File: src/sv/mcs_pkg.sv
// ----------------------------------------------------------------------------
// mcs_pkg: shared types and constants of the modem command sequencer
// State codes, command codes, event codes and the front-to-back event record.
// ----------------------------------------------------------------------------
package mcs_pkg;

	localparam int STEP_LIMIT_DEF = 8;
	localparam int TIMER_BITS_DEF = 16;

	localparam logic [15:0] BOOT_MS    = 16'd2000;
	localparam logic [15:0] RESET_MS   = 16'd100;
	localparam logic [15:0] QUIET_MS   = 16'd100;
	localparam logic [7:0]  UART_TX_MS = 8'd200;

	localparam logic [3:0] ST_OFFLINE  = 4'd0;
	localparam logic [3:0] ST_RECOVER  = 4'd1;
	localparam logic [3:0] ST_RESET    = 4'd2;
	localparam logic [3:0] ST_WAITBOOT = 4'd3;
	localparam logic [3:0] ST_SYNC     = 4'd4;
	localparam logic [3:0] ST_CONFIG   = 4'd5;
	localparam logic [3:0] ST_ARM      = 4'd6;
	localparam logic [3:0] ST_LISTEN   = 4'd7;
	localparam logic [3:0] ST_PROCESS  = 4'd8;
	localparam logic [3:0] ST_STOP     = 4'd9;
	localparam logic [3:0] ST_SEND     = 4'd10;
	localparam logic [3:0] ST_WAITTX   = 4'd11;

	localparam logic [1:0] CS_QUERY   = 2'd0;
	localparam logic [1:0] CS_SETMODE = 2'd1;
	localparam logic [1:0] CS_STOPRX  = 2'd2;
	localparam logic [1:0] CS_PARAMS  = 2'd3;

	localparam logic [2:0] CMD_NONE    = 3'd0;
	localparam logic [2:0] CMD_SYNC    = 3'd1;
	localparam logic [2:0] CMD_GETMODE = 3'd2;
	localparam logic [2:0] CMD_SETMODE = 3'd3;
	localparam logic [2:0] CMD_STOPRX  = 3'd4;
	localparam logic [2:0] CMD_SETP2P  = 3'd5;
	localparam logic [2:0] CMD_RECV    = 3'd6;
	localparam logic [2:0] CMD_PSEND   = 3'd7;

	localparam logic [2:0] MODE_TICK  = 3'd0;
	localparam logic [2:0] MODE_LINE  = 3'd1;
	localparam logic [2:0] MODE_BAD   = 3'd2;
	localparam logic [2:0] MODE_FAULT = 3'd3;
	localparam logic [2:0] MODE_FIX   = 3'd4;

	localparam logic [3:0] RC_OK      = 4'd0;
	localparam logic [3:0] RC_ERROR   = 4'd1;
	localparam logic [3:0] RC_BOOT    = 4'd2;
	localparam logic [3:0] RC_RXPKT   = 4'd3;
	localparam logic [3:0] RC_RXTMO   = 4'd4;
	localparam logic [3:0] RC_TXDONE  = 4'd5;
	localparam logic [3:0] RC_MODEP2P = 4'd6;
	localparam logic [3:0] RC_MODEOTH = 4'd7;

	localparam logic [2:0] REG_CONFIGURED = 3'd0;
	localparam logic [2:0] REG_CMD_TMO    = 3'd1;
	localparam logic [2:0] REG_TX_TMO     = 3'd2;
	localparam logic [2:0] REG_RX_WIN     = 3'd3;
	localparam logic [2:0] REG_BO_MIN     = 3'd4;
	localparam logic [2:0] REG_BO_MAX     = 3'd5;
	localparam logic [2:0] REG_RETRY      = 3'd6;
	localparam logic [2:0] REG_HEALTHY    = 3'd7;

	// one classified event, front to back
	typedef struct packed {
		logic [2:0] mode;
		logic [3:0] reply_code;
		logic       tx_busy;
		logic       driver_ok;
		logic       frame_ok;
		logic       partial_line;
	} evt_t;

endpackage

File: src/sv/mcs_front.sv
// ----------------------------------------------------------------------------
// mcs_front: input stage
// Accepts event requests into a two-entry queue for the sequencer core.
// ----------------------------------------------------------------------------
module mcs_front
	import mcs_pkg::*;
(
	input  logic       clk,
	input  logic       arst_n,
	input  logic       in_valid,
	output logic       in_ready,
	input  evt_t       in_evt,
	output logic       q_valid,
	input  logic       q_pop,
	output evt_t       q_evt
);

	evt_t       mem_q [2];
	logic       wp_q, rp_q;
	logic [1:0] cnt_q;
	logic       push;

	assign in_ready = cnt_q != 2'd2;
	assign push     = in_valid && in_ready;
	assign q_valid  = cnt_q != 2'd0;
	assign q_evt    = mem_q[rp_q];

	always_ff @(posedge clk) begin
		if (push) begin
			mem_q[wp_q] <= in_evt;
		end
	end

	always_ff @(posedge clk or negedge arst_n) begin
		if (!arst_n) begin
			wp_q  <= 1'b0;
			rp_q  <= 1'b0;
			cnt_q <= 2'd0;
		end else begin
			if (push) begin
				wp_q <= ~wp_q;
			end
			if (q_pop) begin
				rp_q <= ~rp_q;
			end
			cnt_q <= cnt_q + {1'b0, push} - {1'b0, q_pop};
		end
	end

	a_cnt: assert property (@(posedge clk) disable iff (!arst_n) cnt_q != 2'd3)
		else $error("queue count out of range");
	a_pop: assert property (@(posedge clk) disable iff (!arst_n) q_pop |-> q_valid)
		else $error("pop from empty queue");
	a_full: assert property (@(posedge clk) disable iff (!arst_n)
		(cnt_q == 2'd2 && !q_pop) |=> cnt_q == 2'd2)
		else $error("full queue lost an entry");

endmodule

File: src/sv/mcs_core.sv
// ----------------------------------------------------------------------------
// mcs_core: sequencer back end
// Applies one event, then runs one sequencing step per cycle, and holds
// the result in an output register.
// ----------------------------------------------------------------------------
module mcs_core
	import mcs_pkg::*;
#(
	parameter int STEP_LIMIT = STEP_LIMIT_DEF,
	parameter int TIMER_BITS = TIMER_BITS_DEF
) (
	input  logic       clk,
	input  logic       arst_n,
	input  logic       cfg_we,
	input  logic [2:0] cfg_idx,
	input  logic [15:0] cfg_data,
	input  logic       q_valid,
	output logic       q_pop,
	input  evt_t       q_evt,
	output logic       out_valid,
	input  logic       out_ready,
	output logic [3:0] fsm_state,
	output logic [2:0] command,
	output logic [7:0] frame_seq,
	output logic       radio_reset,
	output logic       failed,
	output logic       timed_out,
	output logic       packet_received,
	output logic       frame_sent,
	output logic       reset_pulsed,
	output logic       link_healthy
);

	localparam int SC_W = $clog2(STEP_LIMIT + 1);
	localparam logic [SC_W-1:0] SC_MAX = SC_W'(STEP_LIMIT);

	typedef enum logic [2:0] {
		S_IDLE = 3'b001,
		S_STEP = 3'b010,
		S_OUT  = 3'b100
	} seq_t;

	// configuration
	logic                  configured_q;
	logic [15:0]           cmd_tmo_q, tx_tmo_q, rx_win_q, bo_min_q, bo_max_q, healthy_ms_q;
	logic [3:0]            retry_limit_q;

	// sequencer state
	seq_t                  seq_q;
	logic [3:0]            phase_q;
	logic [1:0]            cstep_q;
	logic [TIMER_BITS-1:0] dl_q;
	logic [7:0]            sdl_q;
	logic [15:0]           hage_q, backoff_q;
	logic [4:0]            retry_q;
	logic [7:0]            seqc_q;
	logic [SC_W-1:0]       sc_q;
	evt_t                  ev_q;
	// flags
	logic f_pend_q, f_ack_q, f_txres_q, f_mseen_q, f_mp2p_q, f_msw_q;
	logic f_rxend_q, f_infl_q, f_heal_q, f_fix_q;
	// item results
	logic [2:0] o_cmd_q;
	logic [7:0] o_seq_q;
	logic o_fail_q, o_tmo_q, o_pkt_q, o_sent_q, o_pulse_q;

	// next-state copies for the combinational step
	logic [3:0]            ph_n;
	logic [1:0]            cs_n;
	logic [TIMER_BITS-1:0] dl_n;
	logic [7:0]            sdl_n, seqc_n, oseq_n;
	logic [15:0]           hage_n, bo_n;
	logic [4:0]            rt_n;
	logic [2:0]            ocmd_n;
	logic p_n, a_n, t_n, ms_n, mp_n, sw_n, re_n, inf_n, h_n, fx_n;
	logic ofail_n, otmo_n, opkt_n, osent_n, opulse_n;
	logic cont_n;

	// event application
	logic [3:0]            e_ph;
	logic [1:0]            e_cs;
	logic [TIMER_BITS-1:0] e_dl;
	logic [7:0]            e_sdl;
	logic [15:0]           e_hage;
	logic e_p, e_a, e_t, e_ms, e_mp, e_re, e_inf, e_h, e_fx, e_fail, e_pkt;

	function automatic logic is_cmd_st(input logic [3:0] s);
		return s == ST_SYNC || s == ST_CONFIG || s == ST_ARM || s == ST_STOP ||
			s == ST_WAITTX;
	endfunction

	always_comb begin
		logic active, cst, do_fail;
		e_ph = phase_q; e_cs = cstep_q; e_dl = dl_q; e_sdl = sdl_q; e_hage = hage_q;
		e_p = f_pend_q; e_a = f_ack_q; e_t = f_txres_q; e_ms = f_mseen_q;
		e_mp = f_mp2p_q; e_re = f_rxend_q; e_inf = f_infl_q; e_h = f_heal_q;
		e_fx = f_fix_q; e_fail = 1'b0; e_pkt = 1'b0;
		do_fail = 1'b0;
		active = phase_q != ST_OFFLINE && phase_q != ST_RESET && phase_q != ST_RECOVER;
		cst = is_cmd_st(phase_q);
		case (q_evt.mode)
			MODE_TICK: begin
				if (dl_q != '0) e_dl = dl_q - 1'b1;
				if (sdl_q != '0) e_sdl = sdl_q - 1'b1;
				if (f_heal_q && hage_q != 16'hFFFF) e_hage = hage_q + 1'b1;
			end
			MODE_LINE: begin
				if (active && phase_q != ST_WAITBOOT) begin
					case (q_evt.reply_code)
						RC_BOOT: begin
							if (phase_q == ST_CONFIG && cstep_q == CS_SETMODE && f_pend_q)
								e_a = 1'b1;
							else do_fail = 1'b1;
						end
						RC_ERROR: do_fail = 1'b1;
						RC_RXPKT, RC_RXTMO: begin
							e_pkt = q_evt.reply_code == RC_RXPKT;
							if (phase_q == ST_ARM && f_pend_q) e_re = 1'b1;
							if (phase_q == ST_LISTEN) begin
								e_p = 1'b0; e_a = 1'b0; e_t = 1'b0; e_ms = 1'b0; e_re = 1'b0;
								if (q_evt.reply_code == RC_RXPKT) begin
									e_ph = ST_PROCESS; e_dl = '0;
								end else begin
									e_ph = ST_ARM; e_dl = TIMER_BITS'(cmd_tmo_q);
								end
							end
						end
						default: begin
							if (f_pend_q && cst) begin
								if (q_evt.reply_code == RC_OK) e_a = 1'b1;
								if (q_evt.reply_code == RC_TXDONE && phase_q == ST_WAITTX)
									e_t = 1'b1;
								if (phase_q == ST_CONFIG && cstep_q == CS_QUERY &&
									(q_evt.reply_code == RC_MODEP2P ||
									q_evt.reply_code == RC_MODEOTH)) begin
									e_ms = 1'b1;
									e_mp = q_evt.reply_code == RC_MODEP2P;
								end
							end
						end
					endcase
				end
			end
			MODE_BAD, MODE_FAULT: do_fail = active;
			MODE_FIX: e_fx = 1'b1;
			default: ;
		endcase
		if (do_fail) begin
			e_fail = 1'b1;
			if (e_inf) begin e_fx = 1'b1; e_inf = 1'b0; end
			e_h = 1'b0; e_ph = ST_RECOVER; e_dl = '0;
			e_p = 1'b0; e_a = 1'b0; e_t = 1'b0; e_ms = 1'b0; e_re = 1'b0;
		end
	end

	// one sequencing step from the registered state
	always_comb begin
		logic expired, f, ftmo, enter_en;
		logic [3:0] est;
		logic [TIMER_BITS-1:0] ems;
		logic [2:0] code;
		logic sub, sub_ok;
		logic [TIMER_BITS-1:0] sub_tmo;
		ph_n = phase_q; cs_n = cstep_q; dl_n = dl_q; sdl_n = sdl_q; seqc_n = seqc_q;
		oseq_n = o_seq_q; hage_n = hage_q; bo_n = backoff_q; rt_n = retry_q;
		ocmd_n = o_cmd_q;
		p_n = f_pend_q; a_n = f_ack_q; t_n = f_txres_q; ms_n = f_mseen_q; mp_n = f_mp2p_q;
		sw_n = f_msw_q; re_n = f_rxend_q; inf_n = f_infl_q; h_n = f_heal_q; fx_n = f_fix_q;
		ofail_n = o_fail_q; otmo_n = o_tmo_q; opkt_n = o_pkt_q; osent_n = o_sent_q;
		opulse_n = o_pulse_q;
		cont_n = 1'b0; f = 1'b0; ftmo = 1'b0; enter_en = 1'b0;
		est = phase_q; ems = '0; code = CMD_NONE; sub = 1'b0; sub_ok = 1'b1;
		sub_tmo = TIMER_BITS'(cmd_tmo_q);
		expired = dl_q == '0;
		if (f_heal_q && hage_q >= healthy_ms_q) begin
			rt_n = '0; bo_n = bo_min_q;
		end
		case (phase_q)
			ST_OFFLINE: begin
				if (configured_q && expired) begin
					rt_n = '0; sw_n = 1'b0;
					if (!ev_q.driver_ok) begin
						enter_en = 1'b1; est = ST_OFFLINE; ems = TIMER_BITS'(bo_n);
						bo_n = (bo_n < {1'b0, bo_max_q[15:1]}) ? {bo_n[14:0], 1'b0} : bo_max_q;
					end else begin
						enter_en = 1'b1; est = ST_WAITBOOT; ems = TIMER_BITS'(QUIET_MS);
					end
				end
			end
			ST_RECOVER: begin
				enter_en = 1'b1;
				if (!ev_q.driver_ok) begin
					est = ST_OFFLINE; ems = TIMER_BITS'(bo_n);
					bo_n = (bo_n < {1'b0, bo_max_q[15:1]}) ? {bo_n[14:0], 1'b0} : bo_max_q;
				end else if (rt_n < {1'b0, retry_limit_q}) begin
					rt_n = rt_n + 1'b1; est = ST_WAITBOOT; ems = TIMER_BITS'(QUIET_MS);
				end else begin
					if (rt_n != 5'd31) rt_n = rt_n + 1'b1;
					opulse_n = 1'b1; sw_n = 1'b0; est = ST_RESET; ems = TIMER_BITS'(RESET_MS);
				end
			end
			ST_RESET: begin
				if (expired) begin
					enter_en = 1'b1; est = ST_OFFLINE; ems = TIMER_BITS'(bo_n);
					bo_n = (bo_n < {1'b0, bo_max_q[15:1]}) ? {bo_n[14:0], 1'b0} : bo_max_q;
				end
			end
			ST_WAITBOOT: begin
				if (expired) begin
					enter_en = 1'b1; est = ST_SYNC; ems = TIMER_BITS'(cmd_tmo_q); cont_n = 1'b1;
				end
			end
			ST_PROCESS: begin
				enter_en = 1'b1; est = ST_ARM; ems = TIMER_BITS'(cmd_tmo_q); cont_n = 1'b1;
			end
			ST_LISTEN: begin
				if (f_fix_q) begin
					enter_en = 1'b1; est = ST_STOP; ems = TIMER_BITS'(cmd_tmo_q); cont_n = 1'b1;
				end else if (expired) begin
					enter_en = 1'b1; est = ST_ARM; ems = TIMER_BITS'(cmd_tmo_q); cont_n = 1'b1;
				end
			end
			ST_SEND: begin
				if (!f_fix_q) begin
					enter_en = 1'b1; est = ST_ARM; ems = TIMER_BITS'(cmd_tmo_q); cont_n = 1'b1;
				end else if (ev_q.tx_busy) begin
					if (expired) begin f = 1'b1; ftmo = 1'b1; end
				end else if (!ev_q.frame_ok) begin
					f = 1'b1;
				end else begin
					seqc_n = seqc_q + 1'b1;
					enter_en = 1'b1; est = ST_WAITTX; ems = TIMER_BITS'(tx_tmo_q);
					sub = 1'b1; code = CMD_PSEND; sub_tmo = TIMER_BITS'(tx_tmo_q);
				end
			end
			default: begin
				if (!is_cmd_st(phase_q)) begin
					f = 1'b1;
				end else if (f_pend_q) begin
					if (ev_q.tx_busy) begin
						if (sdl_q == '0) f = 1'b1;
						ftmo = f;
					end else begin
						logic done;
						done = 1'b0;
						if (f_ack_q) begin
							done = 1'b1;
							if (phase_q == ST_SYNC) begin
								cs_n = CS_QUERY; enter_en = 1'b1; est = ST_CONFIG;
								ems = TIMER_BITS'(cmd_tmo_q); cont_n = 1'b1;
							end else if (phase_q == ST_CONFIG) begin
								case (cstep_q)
									CS_QUERY: begin
										if (f_mseen_q) begin
											if (f_mp2p_q) begin
												cs_n = CS_STOPRX; enter_en = 1'b1; est = ST_CONFIG;
												ems = TIMER_BITS'(cmd_tmo_q); cont_n = 1'b1;
											end else if (f_msw_q) begin
												f = 1'b1;
											end else begin
												cs_n = CS_SETMODE; enter_en = 1'b1; est = ST_CONFIG;
												ems = TIMER_BITS'(cmd_tmo_q); cont_n = 1'b1;
											end
										end else done = 1'b0;
									end
									CS_SETMODE: begin
										enter_en = 1'b1; est = ST_WAITBOOT; ems = TIMER_BITS'(BOOT_MS);
									end
									CS_STOPRX: begin
										cs_n = CS_PARAMS; enter_en = 1'b1; est = ST_CONFIG;
										ems = TIMER_BITS'(cmd_tmo_q); cont_n = 1'b1;
									end
									default: begin
										enter_en = 1'b1; est = ST_ARM;
										ems = TIMER_BITS'(cmd_tmo_q); cont_n = 1'b1;
									end
								endcase
							end else if (phase_q == ST_ARM) begin
								if (!f_heal_q) begin h_n = 1'b1; hage_n = '0; end
								enter_en = 1'b1; est = f_rxend_q ? ST_ARM : ST_LISTEN;
								ems = f_rxend_q ? TIMER_BITS'(cmd_tmo_q) : TIMER_BITS'(rx_win_q);
								cont_n = 1'b1;
							end else if (phase_q == ST_STOP) begin
								enter_en = 1'b1; est = ST_SEND; ems = TIMER_BITS'(UART_TX_MS);
								cont_n = 1'b1;
							end else if (f_txres_q) begin
								inf_n = 1'b0; osent_n = 1'b1; enter_en = 1'b1; est = ST_ARM;
								ems = TIMER_BITS'(cmd_tmo_q); cont_n = 1'b1;
							end else done = 1'b0;
						end
						if (!done && expired) begin
							if (phase_q == ST_CONFIG && cstep_q == CS_SETMODE) begin
								enter_en = 1'b1; est = ST_WAITBOOT; ems = TIMER_BITS'(BOOT_MS);
							end else begin
								f = 1'b1; ftmo = 1'b1;
							end
						end
					end
				end else if (ev_q.tx_busy || ev_q.partial_line) begin
					if (expired) begin f = 1'b1; ftmo = 1'b1; end
				end else begin
					sub = 1'b1;
					case (phase_q)
						ST_SYNC: code = CMD_SYNC;
						ST_CONFIG: begin
							case (cstep_q)
								CS_QUERY: code = CMD_GETMODE;
								CS_SETMODE: begin code = CMD_SETMODE; sw_n = 1'b1; end
								CS_STOPRX: code = CMD_STOPRX;
								default: code = CMD_SETP2P;
							endcase
						end
						ST_ARM: code = CMD_RECV;
						ST_STOP: code = CMD_STOPRX;
						default: code = CMD_NONE;
					endcase
					sub_ok = code != CMD_NONE && ev_q.frame_ok;
				end
			end
		endcase
		if (enter_en) begin
			ph_n = est; dl_n = ems;
			p_n = 1'b0; a_n = 1'b0; t_n = 1'b0; ms_n = 1'b0; re_n = 1'b0;
		end
		if (sub) begin
			if (!sub_ok || !ev_q.driver_ok) begin
				f = 1'b1;
			end else begin
				p_n = 1'b1; a_n = 1'b0; t_n = 1'b0;
				dl_n = sub_tmo; sdl_n = UART_TX_MS; ocmd_n = code;
				if (code == CMD_PSEND) begin
					oseq_n = seqc_q; inf_n = 1'b1; fx_n = 1'b0;
				end
			end
		end
		if (f) begin
			ofail_n = 1'b1;
			if (ftmo) otmo_n = 1'b1;
			if (inf_n) begin fx_n = 1'b1; inf_n = 1'b0; end
			h_n = 1'b0; ph_n = ST_RECOVER; dl_n = '0;
			p_n = 1'b0; a_n = 1'b0; t_n = 1'b0; ms_n = 1'b0; re_n = 1'b0;
			cont_n = 1'b1;
		end
	end

	assign q_pop = seq_q == S_IDLE && q_valid;

	always_ff @(posedge clk or negedge arst_n) begin
		if (!arst_n) begin
			seq_q <= S_IDLE;
			configured_q <= 1'b0;
			cmd_tmo_q <= 16'd500; tx_tmo_q <= 16'd500; rx_win_q <= 16'd3000;
			bo_min_q <= 16'd5000; bo_max_q <= 16'd60000; retry_limit_q <= 4'd3;
			healthy_ms_q <= 16'd30000;
			phase_q <= ST_OFFLINE; cstep_q <= CS_QUERY; dl_q <= '0; sdl_q <= '0;
			hage_q <= '0; backoff_q <= 16'd5000; retry_q <= '0; seqc_q <= '0;
			sc_q <= '0;
			f_pend_q <= 1'b0; f_ack_q <= 1'b0; f_txres_q <= 1'b0; f_mseen_q <= 1'b0;
			f_mp2p_q <= 1'b0; f_msw_q <= 1'b0; f_rxend_q <= 1'b0; f_infl_q <= 1'b0;
			f_heal_q <= 1'b0; f_fix_q <= 1'b0;
			o_cmd_q <= CMD_NONE; o_seq_q <= '0; o_fail_q <= 1'b0; o_tmo_q <= 1'b0;
			o_pkt_q <= 1'b0; o_sent_q <= 1'b0; o_pulse_q <= 1'b0;
		end else begin
			if (cfg_we) begin
				case (cfg_idx)
					REG_CONFIGURED: configured_q <= cfg_data[0];
					REG_CMD_TMO: cmd_tmo_q <= cfg_data;
					REG_TX_TMO: tx_tmo_q <= cfg_data;
					REG_RX_WIN: rx_win_q <= cfg_data;
					REG_BO_MIN: begin bo_min_q <= cfg_data; backoff_q <= cfg_data; end
					REG_BO_MAX: bo_max_q <= cfg_data;
					REG_RETRY: retry_limit_q <= cfg_data[3:0];
					REG_HEALTHY: healthy_ms_q <= cfg_data;
					default: ;
				endcase
			end
			case (seq_q)
				S_IDLE: begin
					if (q_valid) begin
						ev_q <= q_evt;
						phase_q <= e_ph; cstep_q <= e_cs; dl_q <= e_dl; sdl_q <= e_sdl;
						hage_q <= e_hage;
						f_pend_q <= e_p; f_ack_q <= e_a; f_txres_q <= e_t; f_mseen_q <= e_ms;
						f_mp2p_q <= e_mp; f_rxend_q <= e_re; f_infl_q <= e_inf; f_heal_q <= e_h;
						f_fix_q <= e_fx;
						o_cmd_q <= CMD_NONE; o_seq_q <= '0; o_fail_q <= e_fail; o_tmo_q <= 1'b0;
						o_pkt_q <= e_pkt; o_sent_q <= 1'b0; o_pulse_q <= 1'b0;
						sc_q <= '0;
						seq_q <= S_STEP;
					end
				end
				S_STEP: begin
					phase_q <= ph_n; cstep_q <= cs_n; dl_q <= dl_n; sdl_q <= sdl_n;
					hage_q <= hage_n; backoff_q <= bo_n; retry_q <= rt_n; seqc_q <= seqc_n;
					f_pend_q <= p_n; f_ack_q <= a_n; f_txres_q <= t_n; f_mseen_q <= ms_n;
					f_mp2p_q <= mp_n; f_msw_q <= sw_n; f_rxend_q <= re_n; f_infl_q <= inf_n;
					f_heal_q <= h_n; f_fix_q <= fx_n;
					o_cmd_q <= ocmd_n; o_seq_q <= oseq_n; o_fail_q <= ofail_n; o_tmo_q <= otmo_n;
					o_pkt_q <= opkt_n; o_sent_q <= osent_n; o_pulse_q <= opulse_n;
					sc_q <= sc_q + 1'b1;
					if (!cont_n || sc_q + 1'b1 == SC_MAX) seq_q <= S_OUT;
				end
				S_OUT: begin
					if (out_ready) seq_q <= S_IDLE;
				end
				default: seq_q <= S_IDLE;
			endcase
		end
	end

	assign out_valid       = seq_q == S_OUT;
	assign fsm_state       = phase_q;
	assign command         = o_cmd_q;
	assign frame_seq       = o_seq_q;
	assign radio_reset     = phase_q == ST_RESET;
	assign failed          = o_fail_q;
	assign timed_out       = o_tmo_q;
	assign packet_received = o_pkt_q;
	assign frame_sent      = o_sent_q;
	assign reset_pulsed    = o_pulse_q;
	assign link_healthy    = f_heal_q;

	a_steps: assert property (@(posedge clk) disable iff (!arst_n)
		seq_q == S_STEP |-> sc_q < SC_MAX)
		else $error("step count overrun");
	a_tmo: assert property (@(posedge clk) disable iff (!arst_n)
		out_valid |-> (!o_tmo_q || o_fail_q))
		else $error("timeout without failure");
	a_hold: assert property (@(posedge clk) disable iff (!arst_n)
		(out_valid && !out_ready) |=> out_valid && $stable(phase_q))
		else $error("result changed while stalled");
	a_pop: assert property (@(posedge clk) disable iff (!arst_n)
		q_pop |=> seq_q == S_STEP)
		else $error("event popped without stepping");

endmodule

File: src/sv/modem_command_sequencer.sv
// ----------------------------------------------------------------------------
// modem_command_sequencer: radio modem control sequencer
// Event requests go through a short queue to a core that steps the modem
// state machine and reports one result per event.
//
//   channel  | handshake              | payload
//   ---------+------------------------+---------------------------------
//   in       | in_valid / in_ready    | mode, reply_code, status bits
//   out      | out_valid / out_ready  | fsm_state, command, event flags
//   cfg      | cfg_we                 | cfg_idx, cfg_data
//
// In the core an event is first applied, then run for n steps (1 to
// STEP_LIMIT) one per cycle, then the result register waits for out_ready.
// The two-entry input queue keeps taking requests while the core works, until it is full.
// Reset leaves the modem offline with default settings.
// ----------------------------------------------------------------------------
module modem_command_sequencer
	import mcs_pkg::*;
#(
	parameter int STEP_LIMIT = STEP_LIMIT_DEF,
	parameter int TIMER_BITS = TIMER_BITS_DEF
) (
	input  logic        clk,
	input  logic        arst_n,
	input  logic        cfg_we,
	input  logic [2:0]  cfg_idx,
	input  logic [15:0] cfg_data,
	input  logic        in_valid,
	output logic        in_ready,
	input  logic [2:0]  mode,
	input  logic [3:0]  reply_code,
	input  logic        tx_busy,
	input  logic        driver_ok,
	input  logic        frame_ok,
	input  logic        partial_line,
	output logic        out_valid,
	input  logic        out_ready,
	output logic [3:0]  fsm_state,
	output logic [2:0]  command,
	output logic [7:0]  frame_seq,
	output logic        radio_reset,
	output logic        failed,
	output logic        timed_out,
	output logic        packet_received,
	output logic        frame_sent,
	output logic        reset_pulsed,
	output logic        link_healthy
);

	evt_t in_evt, q_evt;
	logic q_valid, q_pop;

	assign in_evt = '{mode: mode, reply_code: reply_code, tx_busy: tx_busy,
		driver_ok: driver_ok, frame_ok: frame_ok, partial_line: partial_line};

	mcs_front u_front (
		.clk(clk), .arst_n(arst_n), .in_valid(in_valid), .in_ready(in_ready),
		.in_evt(in_evt), .q_valid(q_valid), .q_pop(q_pop), .q_evt(q_evt)
	);

	mcs_core #(.STEP_LIMIT(STEP_LIMIT), .TIMER_BITS(TIMER_BITS)) u_core (
		.clk(clk), .arst_n(arst_n), .cfg_we(cfg_we), .cfg_idx(cfg_idx),
		.cfg_data(cfg_data), .q_valid(q_valid), .q_pop(q_pop), .q_evt(q_evt),
		.out_valid(out_valid), .out_ready(out_ready), .fsm_state(fsm_state),
		.command(command), .frame_seq(frame_seq), .radio_reset(radio_reset),
		.failed(failed), .timed_out(timed_out), .packet_received(packet_received),
		.frame_sent(frame_sent), .reset_pulsed(reset_pulsed),
		.link_healthy(link_healthy)
	);

endmodule

File: config.mk
export PLATFORM = sky130hd
export DESIGN_NAME = modem_command_sequencer
export DESIGN_NICKNAME = d
export VERILOG_FILES = /design/src/sv/mcs_pkg.sv /design/src/sv/mcs_front.sv /design/src/sv/mcs_core.sv /design/src/sv/modem_command_sequencer.sv
export SDC_FILE = /design/constraint.sdc
export NUM_CORES = 1
export LEC_CHECK = 0
export BUFFER_PORTS_ARGS = -buffer_cell sky130_fd_sc_hd__buf_2
export CORE_ASPECT_RATIO = 1.4
export CORE_UTILIZATION = 40
export DETAILED_ROUTE_END_ITERATION = 8
export HOLD_SLACK_MARGIN = 0.15
export PLACE_DENSITY = 0.59
export SYNTH_ARGS = -nofsm -noshare
export SYNTH_HDL_FRONTEND = slang
export SYNTH_HIERARCHICAL = 1
export SYNTH_SLANG_ARGS = --single-unit
File: constraint.sdc
create_clock -name clk -period 6.7 [get_ports clk]
set_input_delay 1.005 -clock clk [delete_from_list [all_inputs] [get_ports clk]]
set_output_delay 1.005 -clock clk [all_outputs]
set_load 0.02 [all_outputs]
; Yosys cells after proc, flatten, opt, wreduce, memory -nomap -nowiden
; Memory sizes are Yosys's and may differ from the RTL's.
; Cells that the tools add are included.
[op_classes]
n_lt_le_gt_ge = 3
n_bitwise = 6
add_sub_neg = 8
eq_ne = 113
n_reduce_logical = 93
muxes = 358
[op_table]
columns = op, count
row1 = $mux W16, 58
row2 = $mux W1, 188
row3 = $mux W4, 33
row4 = $pmux W16 S2, 4
row5 = $pmux W16 S7, 1
row6 = $mux W8, 9
row7 = $ne A4 B2 Y1 const B, 13
row8 = $mux W3, 16
row9 = $pmux W16 S3, 1
row10 = $pmux W1 S2, 20
row11 = $ne A2 B1 Y1 const B, 18
row12 = $eq A4 B3 Y1 const B, 8
row13 = $pmux W8 S2, 2
row14 = $pmux W4 S7, 1
row15 = $ne A2 B2 Y1 const B, 13
row16 = $mux W5, 5
row17 = $reduce_and A2 Y1, 11
row18 = $eq A3 B3 Y1 const B, 7
row19 = $ne A3 B1 Y1 const B, 7
row20 = $reduce_and A7 Y1, 3
row21 = $eq A4 B4 Y1 const B, 5
row22 = $ne A10 B7 Y1 const B, 2
row23 = $reduce_and A10 Y1, 2
row24 = $ne A3 B2 Y1 const B, 6
row25 = 65 further kinds, 148
[word_totals]
wordCells = 624
memories = 1
register_bits = 217
output_inout_bits = 24
mem_bits_rw = 22
in_bits = 35
[mem_list]
columns = memory, words, width, read_ports, rd_clocked_by_memory_dff, wr, line
row1 = u_front.mem_q, 2, 11, 1, 0, 1, mcs_front.sv:18  ; evt_t mem_q [2];

; Logic depth before layout (Yosys ltp)
[depth]
depth_word = 24
depth_mapped = 19

; Hierarchy
; The synthesis kept the hierarchy.
[by_module_without_submodules]
columns = module, instances, cells_each, seq_area_each_um2, area_each_um2
row1 = mcs_core, 1, 1495, 5407.7, 13327.8
row2 = mcs_front, 1, 51, 760.7, 984.7

; Worst setup path before layout
; No wires, ideal clock.
[synth_timing]
path_type = register -> register
startpoint = reg u_core.hage_q[0]
endpoint = reg u_core.backoff_q[15]
path_stages_with_launch = 20
arrival_time_ps = 4597
path_slack_ps = 1974
synth_period_minus_slack_ps = 4726
setup_ps = 129
cell_sequence = dfrtp_1 inv_1 ha_1 nand2b_1 a2111oi_0 o32ai_1 o31ai_2 clkbuf_1 mux2_2 ha_1 a21o_1 a21o_1 a21oi_1 nor2_1 a2111oi_0 o211a_1 buf_2 buf_2 mux2i_1 o22ai_1
[synth_via]
elab_chain_len = 9
[synth_lines]
columns = element, line
row1 = start: declaration, mcs_core.sv:54  ; logic [15:0] hage_q, backoff_q;
row2 = start signal: assignment, mcs_core.sv:382  ; hage_q <= e_hage;
row3 = start signal: assignment, mcs_core.sv:394  ; hage_q <= hage_n; backoff_q <= bo_n; retry_q <= rt_n; seqc_q <= seqc_n;
row4 = $ge A16 B16 Y1 *, mcs_core.sv:175  ; if (f_heal_q && hage_q >= healthy_ms_q) begin
row5 = $logic_and A1 B1 Y1 *, mcs_core.sv:175
row6 = $mux W16 *, mcs_core.sv:175
row7 = $lt A16 B15 Y1, "mcs_core.sv:184, mcs_core.sv:194, mcs_core.sv:205"
row8 = $mux W16, "mcs_core.sv:184, mcs_core.sv:194, mcs_core.sv:205"
row9 = $mux W16, "mcs_core.sv:182, mcs_core.sv:192"
row10 = $mux W16, mcs_core.sv:180  ; if (configured_q && expired) begin
row11 = $pmux W16 S3 *, mcs_core.sv:178  ; case (phase_q)
row12 = $mux W16 *, mcs_core.sv:377  ; case (seq_q)
row13 = end signal: assignment, mcs_core.sv:370  ; REG_BO_MIN: begin bo_min_q <= cfg_data; backoff_q <= cfg_data; end
row14 = end signal: assignment, mcs_core.sv:394
row15 = end: declaration, mcs_core.sv:54
; Every way passes the cells marked *; elsewhere a longest branch is shown, timed or not.
; A chain may end at the register's enable or synchronous reset.

; Worst setup path in the final report
[layout_timing]
startpoint = reg u_core.hage_q[0]
endpoint = reg u_core.backoff_q[4]
; Same word-level chain as after synthesis.

==> impl_metrics.json <==
{
  "status": "complete, no violations",
  "power.density_nw_per_um2": 405,
  "drc": 0,
  "fin_setup_tns_ns": 0,
  "cts_max_path_buffers": 3,
  "yosys_warnings": 6,
  "top_register": "u_front/mem_q",
  "pin_count": 59,
  "initial_core_util": 0.408,
  "port_buffers": 58,
  "grt_pass1_wl_mm": 71.5,
  "num_rows": 81,
  "die_area_um2": 36600,
  "yosysUniqueCellTypes": 89,
  "routedWlPerCell_um": 22.6,
  "synth_top_area_share": 0.292,
  "antenna_found_initial": 0,
  "worst_slack_ns": 1.59,
  "globalplace.congestion": 1.01,
  "drt-vias-per-instance": 6.05,
  "syn_inst": 1546,
  "max_stage_delay_ns": 0.83,
  "clock.fmax_mhz": 196,
  "first_pass_iters": 5,
  "end_kind": "register",
  "synth-edff-count": 26,
  "vias": 12387,
  "cp_cell_sequence": "inv_1 -> ha_1 -> nand2b_1 -> a2111oi_0 -> o32ai_1 -> o31ai_4 -> buf_4 -> mux2_2 -> ha_1 -> a21o_1 -> a21o_1 -> a21oi_1 -> nor2_1 -> a2111oi_0 -> o211a_1 -> mux2i_1 -> o21ai_0",
  "synth-seq-cells": 239,
  "ctsHoldBuffers": 0,
  "critPathRequiredTime_ns": 7.14,
  "clk_pin_slew_ns": 0.06,
  "cts_setup_buffers": 0,
  "path_class": "reg -> reg",
  "post-place-ws_ns": 1.62,
  "finalHoldViolCount": 0,
  "area_delta_synth_final_pct": 11.7,
  "grt_usage": 0.256,
  "largest_reg_flops": 22,
  "maxSlewHeadroom": 0.184,
  "busiest_layer": "met2",
  "use_met2": 0.446,
  "dieWidth_um": 162,
  "hpwl_mm": 32.6,
  "syn_nets": 1627,
  "grt.met1_usage": 0.292,
  "grt_max_degree": 130,
  "yosysTopAreaCell": "dfrtp_1",
  "cts.htree.levels": 1,
  "fin_skew_ns": 0.0170,
  "synthTopCellsByArea": "dfrtp_1, dfstp_2, mux2_2",
  "setup_viol": 0,
  "cts_tree": "built",
  "cts.sink_count": 239,
  "yosysMostFrequentCell": "nand2_1",
  "syn_area_um2": 14300,
  "synthTopCellsByCount": "nand2_1, dfrtp_1, a21oi_1",
  "min_period_ns": 5.11,
  "hp-class": "in -> async",
  "setup.worst_path.start_class": "register",
  "diodes": 0,
  "num-fill-cells": 3441,
  "drive_gt1_frac": 0.184,
  "use_met3": 0.0321,
  "rsz0062_at_grt": "no",
  "wl_mm": 46.2,
  "max-vdd-ir-drop_v": 0.000222,
  "layout_worst_path_cycle_share": 0.763,
  "final-max-slew-violation-count": 0,
  "clock_latency_ns": 0.58,
  "synth_area_per_cell_um2": 9.26,
  "root_buffer": "clkbuf_16",
  "cp_data_arrival_time_ns": 5.56,
  "p_leak_nw": 6.78,
  "die_y_um": 226,
  "synthFlopType": "dfrtp_1",
  "worstMarginPinSlew_ns": 1.22,
  "drt_iter0_drc": 875,
  "grt_pass1_vias": 12250,
  "worst_path_max_delay_cell": "o211a_1",
  "maxCapViolations": 0,
  "nNetsFinal": 1651,
  "ant_nets": 0,
  "cts_resized": 0,
  "core_um2": 35100,
  "cts_buffers": 27,
  "grt_overflow": 0,
  "ys_seq_area_frac": 0.431,
  "async_flop_share": 0.891,
  "path_max_fanout": 24
}
## cells in the final DEF (no fill, tap or decap), types with 10 or more instances in the layout
cell type	synthesis	layout
o211ai_1	11	11
a22oi_1	19	19
o31ai_1	10	10
nor2_1	96	96
xor2_1	11	11
buf_2	9	57
dfstp_2	46	46
nand3_1	47	47
nand4_1	21	21
a221oi_1	13	13
a221o_1	11	11
a31oi_1	23	23
ha_1	46	46
buf_4	0	21
o21ai_1	24	24
a21oi_1	102	102
nand2_1	219	218
o221ai_1	10	10
edfxtp_1	26	26
mux2_2	97	97
o21ai_0	76	76
nor3_1	28	28
or3_1	11	11
and3_1	14	14
a21o_1	11	11
dfrtp_1	167	167
o22ai_1	11	11
xnor2_1	23	23
a211oi_1	18	17
nand2b_1	19	19
mux2i_1	20	20
inv_1	78	78
clkbuf_16	0	27
mux2_1	10	10
## area by class of cell
class	count	area, um^2	share of cell area
flip-flops and latches	239	6170	0.386
inverters	79	297	0.0186
clock inverters	20	225	0.0141
well taps	456	571	0.0357
repair buffers	80	478	0.0299
clock buffers	30	687	0.0430
multi-input cells	1143	7560	0.473
## critical path, delay by kind of cell (launching register included)
kind | cells | cell delay [ns]
compound gates | 9 | 2.70
simple gates | 2 | 0.18
flops | 1 | 0.40
mux | 2 | 0.69
fa+ha+maj | 2 | 0.53
buf+inv | 2 | 0.47
## metal layers
metal / vias to the layer above / part of all wire
met5: - / 0
met4: 0 / 0.067
met3: 145 / 0.055
met2: 480 / 0.50
met1: 6075 / 0.38
li1: 5687 / -
## path summary, 6_finish.rpt
path                                          from             endpoint  slack (ns)  cells past startpoint
worst max register to register    u_core/hage_q[0]  u_core/backoff_q[4]        1.59                     17
worst max-delay path              u_core/hage_q[0]  u_core/backoff_q[4]        1.59                     17
worst min-delay path                        arst_n   u_core/bo_min_q[1]        0.41                      1
min in group clk                u_core/bo_min_q[3]   u_core/bo_min_q[3]        0.46                      2
worst min register to register  u_core/bo_min_q[3]   u_core/bo_min_q[3]        0.46                      2
max in group asynchronous                   arst_n       u_core/f_ack_q        5.12                      2
## power breakdown
group / internal (W) / total [W] / switching [W]
Sequential: 0.00186 / 0.00217 / 0.000313
Clock: 0.000899 / 0.00154 / 0.000641
Combinational: 0.00101 / 0.00277 / 0.00176
## cell families (layout without fill, tap and decap cells)
group / after synthesis / in the layout / synth area share
xor gates and xnor gates: 34 / 34 / 0.0208
buffers and inverters: 164 / 209 / 0.0443
AOI/OAI and AO/OA: 406 / 406 / 0.187
DFF: 239 / 239 / 0.431
adders and majority gates: 46 / 46 / 0.0402
muxes: 127 / 127 / 0.0982
and+or+nand+nor: 530 / 530 / 0.179
## per-stage QoR
step                instance area (um^2)  total power [W]  hold slack, ns  instances  utilization
finish                             16000          0.00648           0.414       2047        0.456
global route                       16000          0.00685           0.482       2047        0.456
CTS                                16000          0.00648           0.460       2047        0.456
detailed placement                 15100          0.00491           0.450       1997        0.430
global placement                   15100          0.00487           0.446       1997        0.430
floorplan                          14300          0.00404           0.438       1546            -
(Power assumes the default switching activity.)
